$ cat src/hw/rtl/jsbr_pkg.sv
package jsbr_pkg;

   // Default sizes
   localparam int BUFFER_BITS_DEF = 64;
   localparam int MAX_READ_DEF    = 32;
   localparam int QUEUE_DEPTH     = 2;

   // Field widths
   localparam int BYTE_BITS   = 8;
   localparam int COUNT_BITS  = 6;
   localparam int VALUE_BITS  = 32;
   localparam int AVAIL_BITS  = 7;
   localparam int STATUS_BITS = 3;
   localparam int OP_BITS     = 2;

   // Byte values with meaning in the entropy-coded segment
   localparam logic [7:0] MARKER_PREFIX = 8'hFF;
   localparam logic [7:0] STUFF_BYTE    = 8'h00;
   localparam logic [7:0] RST_BASE      = 8'hD0;

   typedef enum logic [OP_BITS-1:0] {
      OP_PUSH  = 2'd0,
      OP_READ  = 2'd1,
      OP_ALIGN = 2'd2,
      OP_NOP   = 2'd3
   } op_type;

   typedef enum logic [1:0] {
      BYTE_PLAIN  = 2'd0,
      BYTE_PREFIX = 2'd1,
      BYTE_STUFF  = 2'd2,
      BYTE_RST    = 2'd3
   } byte_class_type;

   typedef enum logic [STATUS_BITS-1:0] {
      ST_OK        = 3'd0,
      ST_UNDERFLOW = 3'd1,
      ST_OVERFLOW  = 3'd2,
      ST_RESTART   = 3'd3,
      ST_MARKER    = 3'd4
   } status_type;

   // Decoded word handed from front to back
   typedef struct packed {
      op_type                 op;
      byte_class_type         cls;
      logic [BYTE_BITS-1:0]   data;
      logic                   scan;
      logic [COUNT_BITS-1:0]  count;
   } cmd_type;

endpackage

$ cat src/hw/rtl/jsbr_front.sv
module jsbr_front #(
   parameter int MAX_READ = jsbr_pkg::MAX_READ_DEF
) (
   input  logic                    req_tvalid,
   output logic                    req_tready,
   input  logic [15:0]             req_tdata,   // raw_byte[7:0], bit_count[13:8], zero
   input  logic [2:0]              req_tuser,   // op[1:0], scan_mode[2]
   output logic                    cmd_valid,
   input  logic                    cmd_ready,
   output jsbr_pkg::cmd_type       cmd
);

   logic [7:0] raw_byte;
   logic [5:0] bit_count;

   assign raw_byte   = req_tdata[7:0];
   assign bit_count  = req_tdata[13:8];
   assign cmd_valid  = req_tvalid;
   assign req_tready = cmd_ready;

   // Decode op, classify the byte, clamp the read length
   always_comb begin
      cmd.op    = jsbr_pkg::op_type'(req_tuser[1:0]);
      cmd.scan  = req_tuser[2];
      cmd.data  = raw_byte;
      cmd.count = (bit_count > 6'(MAX_READ)) ? 6'(MAX_READ) : bit_count;
      priority if (raw_byte == jsbr_pkg::MARKER_PREFIX) begin
         cmd.cls = jsbr_pkg::BYTE_PREFIX;
      end else if (raw_byte == jsbr_pkg::STUFF_BYTE) begin
         cmd.cls = jsbr_pkg::BYTE_STUFF;
      end else if (raw_byte[7:3] == jsbr_pkg::RST_BASE[7:3]) begin
         cmd.cls = jsbr_pkg::BYTE_RST;
      end else begin
         cmd.cls = jsbr_pkg::BYTE_PLAIN;
      end
   end

endmodule

$ cat src/hw/rtl/jsbr_queue.sv
module jsbr_queue (
   input  logic                clock,
   input  logic                reset,
   input  logic                in_valid,
   output logic                in_ready,
   input  jsbr_pkg::cmd_type   in_cmd,
   output logic                out_valid,
   input  logic                out_ready,
   output jsbr_pkg::cmd_type   out_cmd
);

   localparam int DEPTH = jsbr_pkg::QUEUE_DEPTH;
   localparam int PW    = (DEPTH > 1) ? $clog2(DEPTH) : 1;
   localparam int CW    = $clog2(DEPTH + 1);

   jsbr_pkg::cmd_type slot_ff [DEPTH];
   logic [PW-1:0] wr_ptr_ff, wr_ptr_in;
   logic [PW-1:0] rd_ptr_ff, rd_ptr_in;
   logic [CW-1:0] count_ff, count_in;
   logic          push, pop;

   assign in_ready  = (count_ff != CW'(DEPTH));
   assign out_valid = (count_ff != '0);
   assign out_cmd   = slot_ff[rd_ptr_ff];
   assign push      = in_valid && in_ready;
   assign pop       = out_valid && out_ready;

   // Pointer and fill count
   always_comb begin
      wr_ptr_in = wr_ptr_ff;
      rd_ptr_in = rd_ptr_ff;
      count_in  = count_ff;
      if (push) begin
         wr_ptr_in = (wr_ptr_ff == PW'(DEPTH - 1)) ? '0 : wr_ptr_ff + 1'b1;
      end
      if (pop) begin
         rd_ptr_in = (rd_ptr_ff == PW'(DEPTH - 1)) ? '0 : rd_ptr_ff + 1'b1;
      end
      if (push && !pop) begin
         count_in = count_ff + 1'b1;
      end else if (pop && !push) begin
         count_in = count_ff - 1'b1;
      end
   end

   always_ff @(posedge clock) begin
      if (reset) begin
         wr_ptr_ff <= '0;
         rd_ptr_ff <= '0;
         count_ff  <= '0;
      end else begin
         wr_ptr_ff <= wr_ptr_in;
         rd_ptr_ff <= rd_ptr_in;
         count_ff  <= count_in;
      end
   end

   // Slot storage
   always_ff @(posedge clock) begin
      if (push) begin
         slot_ff[wr_ptr_ff] <= in_cmd;
      end
   end

endmodule

$ cat src/hw/rtl/jsbr_back.sv
module jsbr_back #(
   parameter int BUFFER_BITS = jsbr_pkg::BUFFER_BITS_DEF,
   parameter int MAX_READ    = jsbr_pkg::MAX_READ_DEF
) (
   input  logic                clock,
   input  logic                reset,
   input  logic                cmd_valid,
   output logic                cmd_ready,
   input  jsbr_pkg::cmd_type   cmd,
   output logic                rsp_tvalid,
   input  logic                rsp_tready,
   output logic [47:0]         rsp_tdata,   // bits_value[31:0], marker_code[39:32],
                                            // next_bit[40], bits_available[47:41]
   output logic [2:0]          rsp_tuser    // status[2:0]
);

   localparam int HW = $clog2(BUFFER_BITS + 1);
   localparam int IW = $clog2(BUFFER_BITS);
   localparam int BB = jsbr_pkg::BYTE_BITS;

   // Bit buffer state
   logic [BUFFER_BITS-1:0] buf_ff, buf_in;
   logic [HW-1:0]          held_ff, held_in;
   logic                   pend_ff, pend_in;

   // Output register
   logic                   rsp_valid_ff;
   logic [31:0]            value_ff, value_in;
   jsbr_pkg::status_type   status_ff, status_in;
   logic [7:0]             marker_ff, marker_in;
   logic                   peek_ff, peek_in;
   logic [HW-1:0]          avail_ff;

   logic                   take;
   logic                   room1, room2;
   logic [1:0]             put_cnt;
   logic [HW-1:0]          cnt_ext;
   logic [HW-1:0]          held_m1;
   logic [BUFFER_BITS-1:0] shifted;
   logic [MAX_READ-1:0]    read_mask;
   logic [MAX_READ-1:0]    read_bits;

   assign take      = cmd_valid && (!rsp_valid_ff || rsp_tready);
   assign cmd_ready = !rsp_valid_ff || rsp_tready;
   assign room1     = (held_ff <= HW'(BUFFER_BITS - BB));
   assign room2     = (held_ff <= HW'(BUFFER_BITS - 2 * BB));
   assign cnt_ext   = HW'(cmd.count);

   // Barrel extraction of the oldest cnt bits
   assign shifted   = buf_ff >> (held_ff - cnt_ext);
   assign read_mask = ~({MAX_READ{1'b1}} << cmd.count);
   assign read_bits = shifted[MAX_READ-1:0] & read_mask;

   // Command execution
   always_comb begin
      pend_in   = pend_ff;
      put_cnt   = 2'd0;
      status_in = jsbr_pkg::ST_OK;
      marker_in = '0;
      value_in  = '0;
      unique case (cmd.op)
         jsbr_pkg::OP_PUSH: begin
            if (!cmd.scan) begin
               // pending FF goes in ahead of the byte
               if (pend_ff ? room2 : room1) begin
                  put_cnt = pend_ff ? 2'd2 : 2'd1;
                  pend_in = 1'b0;
               end else begin
                  status_in = jsbr_pkg::ST_OVERFLOW;
               end
            end else if (!pend_ff) begin
               if (cmd.cls == jsbr_pkg::BYTE_PREFIX) begin
                  pend_in = 1'b1;
               end else if (room1) begin
                  put_cnt = 2'd1;
               end else begin
                  status_in = jsbr_pkg::ST_OVERFLOW;
               end
            end else begin
               unique case (cmd.cls)
                  jsbr_pkg::BYTE_PREFIX: begin
                     // fill byte, one FF stays pending
                  end
                  jsbr_pkg::BYTE_STUFF: begin
                     if (room1) begin
                        put_cnt = 2'd1;
                        pend_in = 1'b0;
                     end else begin
                        status_in = jsbr_pkg::ST_OVERFLOW;
                     end
                  end
                  jsbr_pkg::BYTE_RST: begin
                     pend_in   = 1'b0;
                     status_in = jsbr_pkg::ST_RESTART;
                     marker_in = cmd.data;
                  end
                  jsbr_pkg::BYTE_PLAIN: begin
                     if (room2) begin
                        put_cnt   = 2'd2;
                        pend_in   = 1'b0;
                        status_in = jsbr_pkg::ST_MARKER;
                        marker_in = cmd.data;
                     end else begin
                        status_in = jsbr_pkg::ST_OVERFLOW;
                     end
                  end
                  default: begin
                  end
               endcase
            end
         end
         jsbr_pkg::OP_READ: begin
            if (cnt_ext > held_ff) begin
               status_in = jsbr_pkg::ST_UNDERFLOW;
            end else begin
               value_in = 32'(read_bits);
            end
         end
         jsbr_pkg::OP_ALIGN, jsbr_pkg::OP_NOP: begin
         end
         default: begin
         end
      endcase
   end

   // Buffer and fill level update
   always_comb begin
      buf_in  = buf_ff;
      held_in = held_ff;
      priority if (put_cnt == 2'd2) begin
         // pending FF then the byte after it (in scan mode, the marker byte)
         buf_in  = {buf_ff[BUFFER_BITS-2*BB-1:0], jsbr_pkg::MARKER_PREFIX,
                    (cmd.cls == jsbr_pkg::BYTE_PLAIN || !cmd.scan) ? cmd.data
                                                                  : jsbr_pkg::MARKER_PREFIX};
         held_in = held_ff + HW'(2 * BB);
      end else if (put_cnt == 2'd1) begin
         buf_in  = {buf_ff[BUFFER_BITS-BB-1:0],
                    (cmd.scan && pend_ff) ? jsbr_pkg::MARKER_PREFIX : cmd.data};
         held_in = held_ff + HW'(BB);
      end else if (cmd.op == jsbr_pkg::OP_READ && status_in == jsbr_pkg::ST_OK) begin
         held_in = held_ff - cnt_ext;
      end else if (cmd.op == jsbr_pkg::OP_ALIGN) begin
         held_in = {held_ff[HW-1:3], 3'b000};
      end else begin
         held_in = held_ff;
      end
   end

   // Peek at the next unread bit after the update
   assign held_m1 = held_in - 1'b1;
   assign peek_in = (held_in != '0) ? buf_in[held_m1[IW-1:0]] : 1'b0;

   always_ff @(posedge clock) begin
      if (reset) begin
         held_ff      <= '0;
         pend_ff      <= 1'b0;
         rsp_valid_ff <= 1'b0;
      end else begin
         if (take) begin
            held_ff <= held_in;
            pend_ff <= pend_in;
         end
         if (take) begin
            rsp_valid_ff <= 1'b1;
         end else if (rsp_tready) begin
            rsp_valid_ff <= 1'b0;
         end
      end
   end

   // Payload registers
   always_ff @(posedge clock) begin
      if (take) begin
         buf_ff    <= buf_in;
         value_ff  <= value_in;
         status_ff <= status_in;
         marker_ff <= marker_in;
         peek_ff   <= peek_in;
         avail_ff  <= held_in;
      end
   end

   assign rsp_tvalid = rsp_valid_ff;
   assign rsp_tdata  = {jsbr_pkg::AVAIL_BITS'(avail_ff), peek_ff, marker_ff, value_ff};
   assign rsp_tuser  = status_ff;

   // Fill level never passes the buffer size
   a_held_bound: assert property (@(posedge clock) disable iff (reset)
      held_ff <= HW'(BUFFER_BITS))
      else $error("fill level above buffer size");

   // A stalled result freezes the buffer state
   a_stall_holds: assert property (@(posedge clock) disable iff (reset)
      rsp_valid_ff && !rsp_tready |=> $stable(held_ff) && $stable(pend_ff))
      else $error("state moved while result stalled");

   // Align leaves a byte-aligned fill level
   a_align: assert property (@(posedge clock) disable iff (reset)
      take && cmd.op == jsbr_pkg::OP_ALIGN |=> held_ff[2:0] == 3'b000)
      else $error("align left partial byte");

   // Marker code only with a marker status
   a_marker: assert property (@(posedge clock) disable iff (reset)
      rsp_valid_ff && status_ff != jsbr_pkg::ST_RESTART
         && status_ff != jsbr_pkg::ST_MARKER |-> marker_ff == 8'h00)
      else $error("marker code without marker status");

endmodule

$ cat src/hw/rtl/jpeg_scan_bit_reader.sv
// Path: a word accepted on req is written into a queue slot; the back end then takes it from
// the queue, executes it and registers the result, which is then presented on rsp.
// Throughput: one word per cycle while neither side stalls; the back end updates the
// bit buffer and does the barrel extraction and peek combinationally for each word.
// Each side may stall on its own: a two-entry queue sits between front and back.
// Reset (synchronous, active high) empties the queue and output register and clears
// the fill level and the pending FF flag.
module jpeg_scan_bit_reader #(
   parameter int BUFFER_BITS = jsbr_pkg::BUFFER_BITS_DEF,
   parameter int MAX_READ    = jsbr_pkg::MAX_READ_DEF
) (
   input  logic        clock,
   input  logic        reset,
   input  logic        req_tvalid,
   output logic        req_tready,
   input  logic [15:0] req_tdata,   // raw_byte[7:0], bit_count[13:8], zero[15:14]
   input  logic [2:0]  req_tuser,   // op[1:0], scan_mode[2]
   output logic        rsp_tvalid,
   input  logic        rsp_tready,
   output logic [47:0] rsp_tdata,   // bits_value[31:0], marker_code[39:32],
                                    // next_bit[40], bits_available[47:41]
   output logic [2:0]  rsp_tuser    // status[2:0]
);

   jsbr_pkg::cmd_type front_cmd;
   jsbr_pkg::cmd_type back_cmd;
   logic              front_valid, front_ready;
   logic              back_valid, back_ready;

   jsbr_front #(
      .MAX_READ (MAX_READ)
   ) u_front (
      .req_tvalid (req_tvalid),
      .req_tready (req_tready),
      .req_tdata  (req_tdata),
      .req_tuser  (req_tuser),
      .cmd_valid  (front_valid),
      .cmd_ready  (front_ready),
      .cmd        (front_cmd)
   );

   jsbr_queue u_queue (
      .clock     (clock),
      .reset     (reset),
      .in_valid  (front_valid),
      .in_ready  (front_ready),
      .in_cmd    (front_cmd),
      .out_valid (back_valid),
      .out_ready (back_ready),
      .out_cmd   (back_cmd)
   );

   jsbr_back #(
      .BUFFER_BITS (BUFFER_BITS),
      .MAX_READ    (MAX_READ)
   ) u_back (
      .clock      (clock),
      .reset      (reset),
      .cmd_valid  (back_valid),
      .cmd_ready  (back_ready),
      .cmd        (back_cmd),
      .rsp_tvalid (rsp_tvalid),
      .rsp_tready (rsp_tready),
      .rsp_tdata  (rsp_tdata),
      .rsp_tuser  (rsp_tuser)
   );

endmodule
$ cat config.mk
export PLATFORM = sky130hd
export DESIGN_NAME = jpeg_scan_bit_reader
export DESIGN_NICKNAME = d
export VERILOG_FILES = /design/src/hw/rtl/jsbr_pkg.sv /design/src/hw/rtl/jsbr_front.sv /design/src/hw/rtl/jsbr_queue.sv /design/src/hw/rtl/jsbr_back.sv /design/src/hw/rtl/jpeg_scan_bit_reader.sv
export SDC_FILE = /design/constraint.sdc
export NUM_CORES = 1
export LEC_CHECK = 0
export BUFFER_PORTS_ARGS = -buffer_cell sky130_fd_sc_hd__buf_4
export CAP_MARGIN = 20
export CORE_UTILIZATION = 34
export CTS_BUF_LIST = sky130_fd_sc_hd__clkbuf_4 sky130_fd_sc_hd__clkbuf_8
export CTS_CLUSTER_SIZE = 20
export DETAILED_ROUTE_END_ITERATION = 10
export HOLD_SLACK_MARGIN = 0.12
export SKIP_LAST_GASP = 1
export SLEW_MARGIN = 20
export SYNTH_ARGS = -nofsm -noshare
export SYNTH_HDL_FRONTEND = slang
export SYNTH_SLANG_ARGS = --single-unit
$ cat constraint.sdc
create_clock -name clock -period 13.1 [get_ports clock]
set_input_delay 0.655 -clock clock [delete_from_list [all_inputs] [get_ports clock]]
set_output_delay 0.655 -clock clock [all_outputs]
set_load 0.05 [all_outputs]
==> results of run 1 <==
-- stage by stage --
stage	std cells	worst slack (ps)	hold slack [ps]	area (um2)	util
2_1_floorplan	1263	7770	462	12000	-
3_3_place_gp	1705	6680	486	12900	0.372
3_5_place_dp	1705	6700	498	12900	0.372
4_1_cts	1737	6670	311	13300	0.384
5_1_grt	1737	6260	318	13300	0.384
6_report	1737	6670	330	13300	0.384
-- layout make-up --
| type | instances | area [um2] | share of cell area |
|---|---|---|---|
| multi-input cells | 936 | 6580 | 0.493 |
| flip-flops and latches | 167 | 4870 | 0.366 |
| repair buffers | 87 | 653 | 0.0490 |
| well taps | 455 | 569 | 0.0427 |
| clock buffers | 17 | 234 | 0.0175 |
| inverters | 60 | 228 | 0.0171 |
| clock inverters | 15 | 199 | 0.0149 |
-- Yosys cell counts (7+ instances only) --
| library cell | count | area, um2 |
|---|---|---|
| nand3_1 | 26 | 130 |
| buf_1 | 11 | 41.3 |
| o32ai_1 | 11 | 96.3 |
| mux4_2 | 33 | 743 |
| mux2i_1 | 72 | 721 |
| edfxtp_1 | 153 | 4590 |
| nor2b_1 | 22 | 138 |
| nand2b_1 | 8 | 50.1 |
| nor2_1 | 145 | 544 |
| mux2_2 | 25 | 282 |
| o22a_1 | 10 | 87.6 |
| clkbuf_1 | 58 | 218 |
| dfxtp_1 | 14 | 280 |
| o22ai_1 | 22 | 138 |
| buf_2 | 27 | 135 |
| a211oi_1 | 51 | 383 |
| a2111oi_0 | 15 | 131 |
| ha_1 | 16 | 200 |
| o221ai_1 | 59 | 517 |
| nor3_1 | 24 | 120 |
| a21oi_1 | 93 | 465 |
| nand4_1 | 8 | 50.1 |
| or2_2 | 15 | 93.8 |
| and3_1 | 10 | 62.6 |
| o21a_1 | 7 | 52.6 |
| nand2_1 | 121 | 454 |
| inv_1 | 57 | 214 |
| a31oi_1 | 10 | 62.6 |
| o21ai_0 | 52 | 260 |
-- cell families after synthesis --
family / synth area share
AOI/OAI and AO/OA: 0.224
xor gates and xnor gates: 0.00583
adders and majority gates: 0.0183
buffers and inverters: 0.0543
DFF: 0.405
muxes: 0.146
and+or+nand+nor: 0.146
-- state kept, by name, summed over array words and instances, names as in the netlist, named ones only --
signal and flops:
u_back.avail_ff 7, u_queue.count_ff 2, u_queue.wr_ptr_ff 1, u_back.held_ff 7, u_back.rsp_tuser 3, u_queue.slot_ff 38, u_back.buf_ff 64, u_back.value_ff 32
u_back.rsp_tvalid 1, u_back.peek_ff 1, u_back.pend_ff 1, u_queue.rd_ptr_ff 1, u_back.marker_ff 8
-- final timing paths --
check,slack (ps),to,startpoint,cells after the start
worst max-delay path,6670,u_back.peek_ff$_SDFFCE_PN0P_,flip-flop,17
worst min-delay path,330,u_queue.slot_ff[1][6]$_DFFE_PP_,req_tuser[2],1
worst max register to register,6670,u_back.peek_ff$_SDFFCE_PN0P_,flip-flop,17
worst min register to register,510,u_back.rsp_tvalid$_SDFFE_PP0P_,u_back.rsp_tvalid$_SDFFE_PP0P_,2
-- per-layer routing --
metal | track usage | up-vias | part of all wire
met3 | 0.0288 | 60 | 0.066
met1 | 0.277 | 5019 | 0.46
li1 | - | 4882 | -
met2 | 0.299 | 427 | 0.45
met5 | 0 | - | 0
met4 | 0.0744 | 0 | 0.028
==> metrics.txt, run 1 <==
status finished, final reports clean; pin slew with the least headroom to its limit 1130 ps; clk_skew 27.9 ps; CP arrival 6690 ps; max-cap violations 0; commonest cells after routing, fill and taps aside edfxtp_1 (153), nor2_1 (142), nand2_1 (121), a21oi_1 (92), buf_4 (87); min-delay worst type in -> reg; Hold Fails Final Rpt 0; HPWL after DPL 25200 um; initial antenna violation count 0; DR vias 10400; Pins Over Slew Limit 0; via-per-instance ratio 5.98; Setup TNS Final 0 ps; initial core utilization 0.346; Die Area 36100 um2; first-pass GRT wire length 55100 um; sequential share of the synthesized area 0.405; Crit. End Element flip-flop; clk_lat worst skew 500 ps; num rows 68; drt first-iter violations 906; Die Height 190 um; Layout Nets 1309; chip width 190 um; pin count of the biggest net entering global routing 78; total gr overflow 0; post-CTS setup buffer count 0; crit path launch type flip-flop; Tot GR Track Use 0.195; Synth Register Bits 167; Synth cell types 75; vias in the first global route 9559; Main synth FF type edfxtp_1; final setup fails 0; ant diodes 0; synthesized area 12000 um2; DRC 0; Post-synth EDFFs 153; hold buffer count at cts 0; most common library cell in the layout ignoring fill and taps edfxtp_1; area grow syn2layout 10.9%; CP max FO 77; syn_area_per_cell 9.52 um2; Num CTS Buffers 17; Max stage delay on crit path 840 ps; routed wire length 35600 um; CP bufs+invs 4; core area 34700 um2; Max stage delay cell, worst path nor3_1; I/O pins 76; Max H-tree Level 4; port bufs 73; CTS Sinks 167; post_cts resized 0; TritonCTS clock tree built; type of the worst setup path reg -> reg; RSZ-0062 raised after global routing no; asr flop ratio synth 0; Routed WL per cell 20.5 um; share of post-route cells with drive strength above 1 0.169; slew margin rel. 0.247; routability cong. 0.962; crit-path cells buf_4 -> mux2i_1 -> inv_1 -> ha_2 -> fa_4 -> buf_4 -> o21ai_0 -> inv_1 -> ha_1 -> or2_2 -> a21boi_0 -> nor3_1 -> o221ai_1 -> nand4_1 -> a41oi_1 -> nand4_1 -> o22ai_1; clk buf depth 2; Clock transition at path regs 120 ps; antenna-violating nets left 0; Final min period 6430 ps; post-synthesis cell count 1263; Initial DRT Pass Iterations 9; Yosys warning total 0; post-synthesis net count 1303; CP required 13360 ps; CP delay by family, top simple AND/OR/NAND/NOR gates; period utilization 0.491; filler cell count 3499; maximum clock rate 0.156 GHz; CTS root buf clkbuf_8
Power of run 1 is left out: the tool's default activity adds up to more than one toggle a clock period on the data nets, which glitch-free logic cannot reach.
==> run 2: changes to the inputs <==
==> constraint.sdc (replaced) <==
create_clock -name clock -period 5.6 [get_ports clock]
set_input_delay 0.28 -clock clock [delete_from_list [all_inputs] [get_ports clock]]
set_output_delay 0.28 -clock clock [all_outputs]
set_load 0.05 [all_outputs]
==> metrics.txt, run 2 (synthesis gave the netlist of run 1 again) <==
vias in the first global route 9798 (+2.5%); CTS root buf clkbuf_8; HPWL after DPL 26300 um (+4.7%); Non-Filler Instances 1763 (+1.5%); clk buf depth 2 (unchanged); Top Registers u_back.buf_ff x64, u_queue.slot_ff x38, u_back.value_ff x32; CP required 5840 ps (-7520 ps); DP Area 13000 um2 (+0.89%); slew margin rel. 0.288 (+0.0413); pin slew with the least headroom to its limit 1070 ps (-61.9 ps); crit-path cells mux2_2 -> clkinv_1 -> ha_1 -> o21a_1 -> o31a_1 -> o211ai_2 -> o21ai_0 -> inv_1 -> ha_1 -> nand2_1 -> a21boi_0 -> buf_4 -> nor3_1 -> o221ai_1 -> nand4_1 -> a41oi_1 -> nand4_1 -> o22ai_1; clk_lat worst skew 500 ps (about the same); most common library cell in the layout ignoring fill and taps edfxtp_1; via-per-instance ratio 5.91 (-1.1%); status finished, final reports clean; share of post-route cells with drive strength above 1 0.174 (+0.00428); num rows 68 (unchanged); DP Cell Count 1717 (+0.70%); clk_skew 30.7 ps (+2.83 ps); Die Area 36100 um2 (unchanged); pin count of the biggest net entering global routing 77 (-1.3%); area grow syn2layout 12.5%; total gr overflow 0 (unchanged); period utilization 0.922 (+0.431); TritonCTS clock tree built; final setup margin 439 ps (-6230 ps); Crit. End Element flip-flop; antenna-violating nets left 0 (unchanged); ant diodes 0 (unchanged); routed wire length 35800 um (+0.58%); pre-CTS WS 471 ps (-6230 ps); max-cap violations 0 (unchanged); initial core utilization 0.346 (unchanged); DR vias 10400 (+0.35%); Final Cell Area 13500 um2 (+1.5%); Largest register FFs 64 (unchanged); Routed WL per cell 20.3 um (-0.90%); Pins Over Slew Limit 0 (unchanged); first-pass GRT wire length 56400 um (+2.5%); drt first-iter violations 903 (-0.33%); Hold Fails Final Rpt 0 (unchanged); filler cell count 3502 (+0.086%); routability cong. 0.945 (-1.7%); port bufs 73 (unchanged); CP bufs+invs 3 (-1); Die Height 190 um (unchanged); DRC 0 (unchanged); Num CTS Buffers 17 (unchanged); final setup fails 0 (unchanged); CP delay by family, top compound AO/OA/AOI/OAI gates; core area 34700 um2 (unchanged); Tot GR Track Use 0.200 (+0.00465); Layout Nets 1336 (+2.1%); I/O pins 76 (unchanged); Max H-tree Level 4 (unchanged); RSZ-0062 raised after global routing no; initial antenna violation count 0 (unchanged); min-delay worst type in -> reg; CTS Sinks 167 (unchanged); Clock transition at path regs 90 ps (-30 ps); chip width 190 um (unchanged); commonest cells after routing, fill and taps aside edfxtp_1 (153), nor2_1 (142), nand2_1 (121), buf_4 (97), a21oi_1 (92); Setup TNS Final 0 ps (unchanged); Max stage delay cell, worst path nor3_1; CP arrival 5400 ps (-1290 ps); Final min period 5160 ps (-1270 ps); crit path launch type flip-flop; CP max FO 8 (-90%); type of the worst setup path reg -> reg; Max stage delay on crit path 720 ps (-120 ps); maximum clock rate 0.194 GHz (+25%); Initial DRT Pass Iterations 5 (-4); Top reg by flops u_back.buf_ff; worst hold start req_tdata[12]
-- run 2: cell types whose count changed in the layout (fill, tap and decap cells not counted), sizes merged --
cell / before / now
dlygate4sd3: 0 / 15
bufinv: 0 / 1
clkinv: 8 / 7
clkinvlp: 0 / 3
clkbuf: 17 / 18
buf: 87 / 99
inv: 67 / 62
-- run 2: worst paths after layout --
path,endpoint,slack [ps],depth (start not counted)
setup / recovery,u_back.peek_ff$_SDFFCE_PN0P_,440,18
hold / removal,u_queue.slot_ff[1][4]$_DFFE_PP_,160,2
setup reg to reg,u_back.peek_ff$_SDFFCE_PN0P_,440,18
hold reg to reg,u_back.held_ff[6]$_SDFFE_PP0P_,510,2
-- run 2: repair_timing --
item | in CTS | in global routing
hold endpoints to repair | 42 | 0
hold buffers | 15 | 0
buffers inserted | 0 | 0
resized for setup | 0 | 0
-- run 2: final cells by class --
class,count,area [um2],area share
Multi-Input combinational cell,936,6580,0.486
Sequential cell,167,4870,0.360
Timing Repair Buffer,114,918,0.0679
Tap cell,455,569,0.0421
Clock buffer,18,241,0.0178
Inverter,60,228,0.0168
Clock inverter,13,124,0.00915
-- run 2: per-layer routing --
metal / vias to the layer above / global-route usage / wire, um
met5: - / 0 / 0
met4: 0 / 0.0720 / 1050
met1: 5023 / 0.285 / 16600
li1: 4930 / - / -
met3: 53 / 0.0297 / 2290
met2: 418 / 0.307 / 15900
-- run 2: through the flow --
stage / utilization / hold WS (ps)
6_report: 0.390 / 164
2_1_floorplan: - / 353
3_3_place_gp: 0.375 / 466
4_1_cts: 0.390 / 124
5_1_grt: 0.390 / 171
3_5_place_dp: 0.375 / 468
Power of run 2 is left out for the same reason.
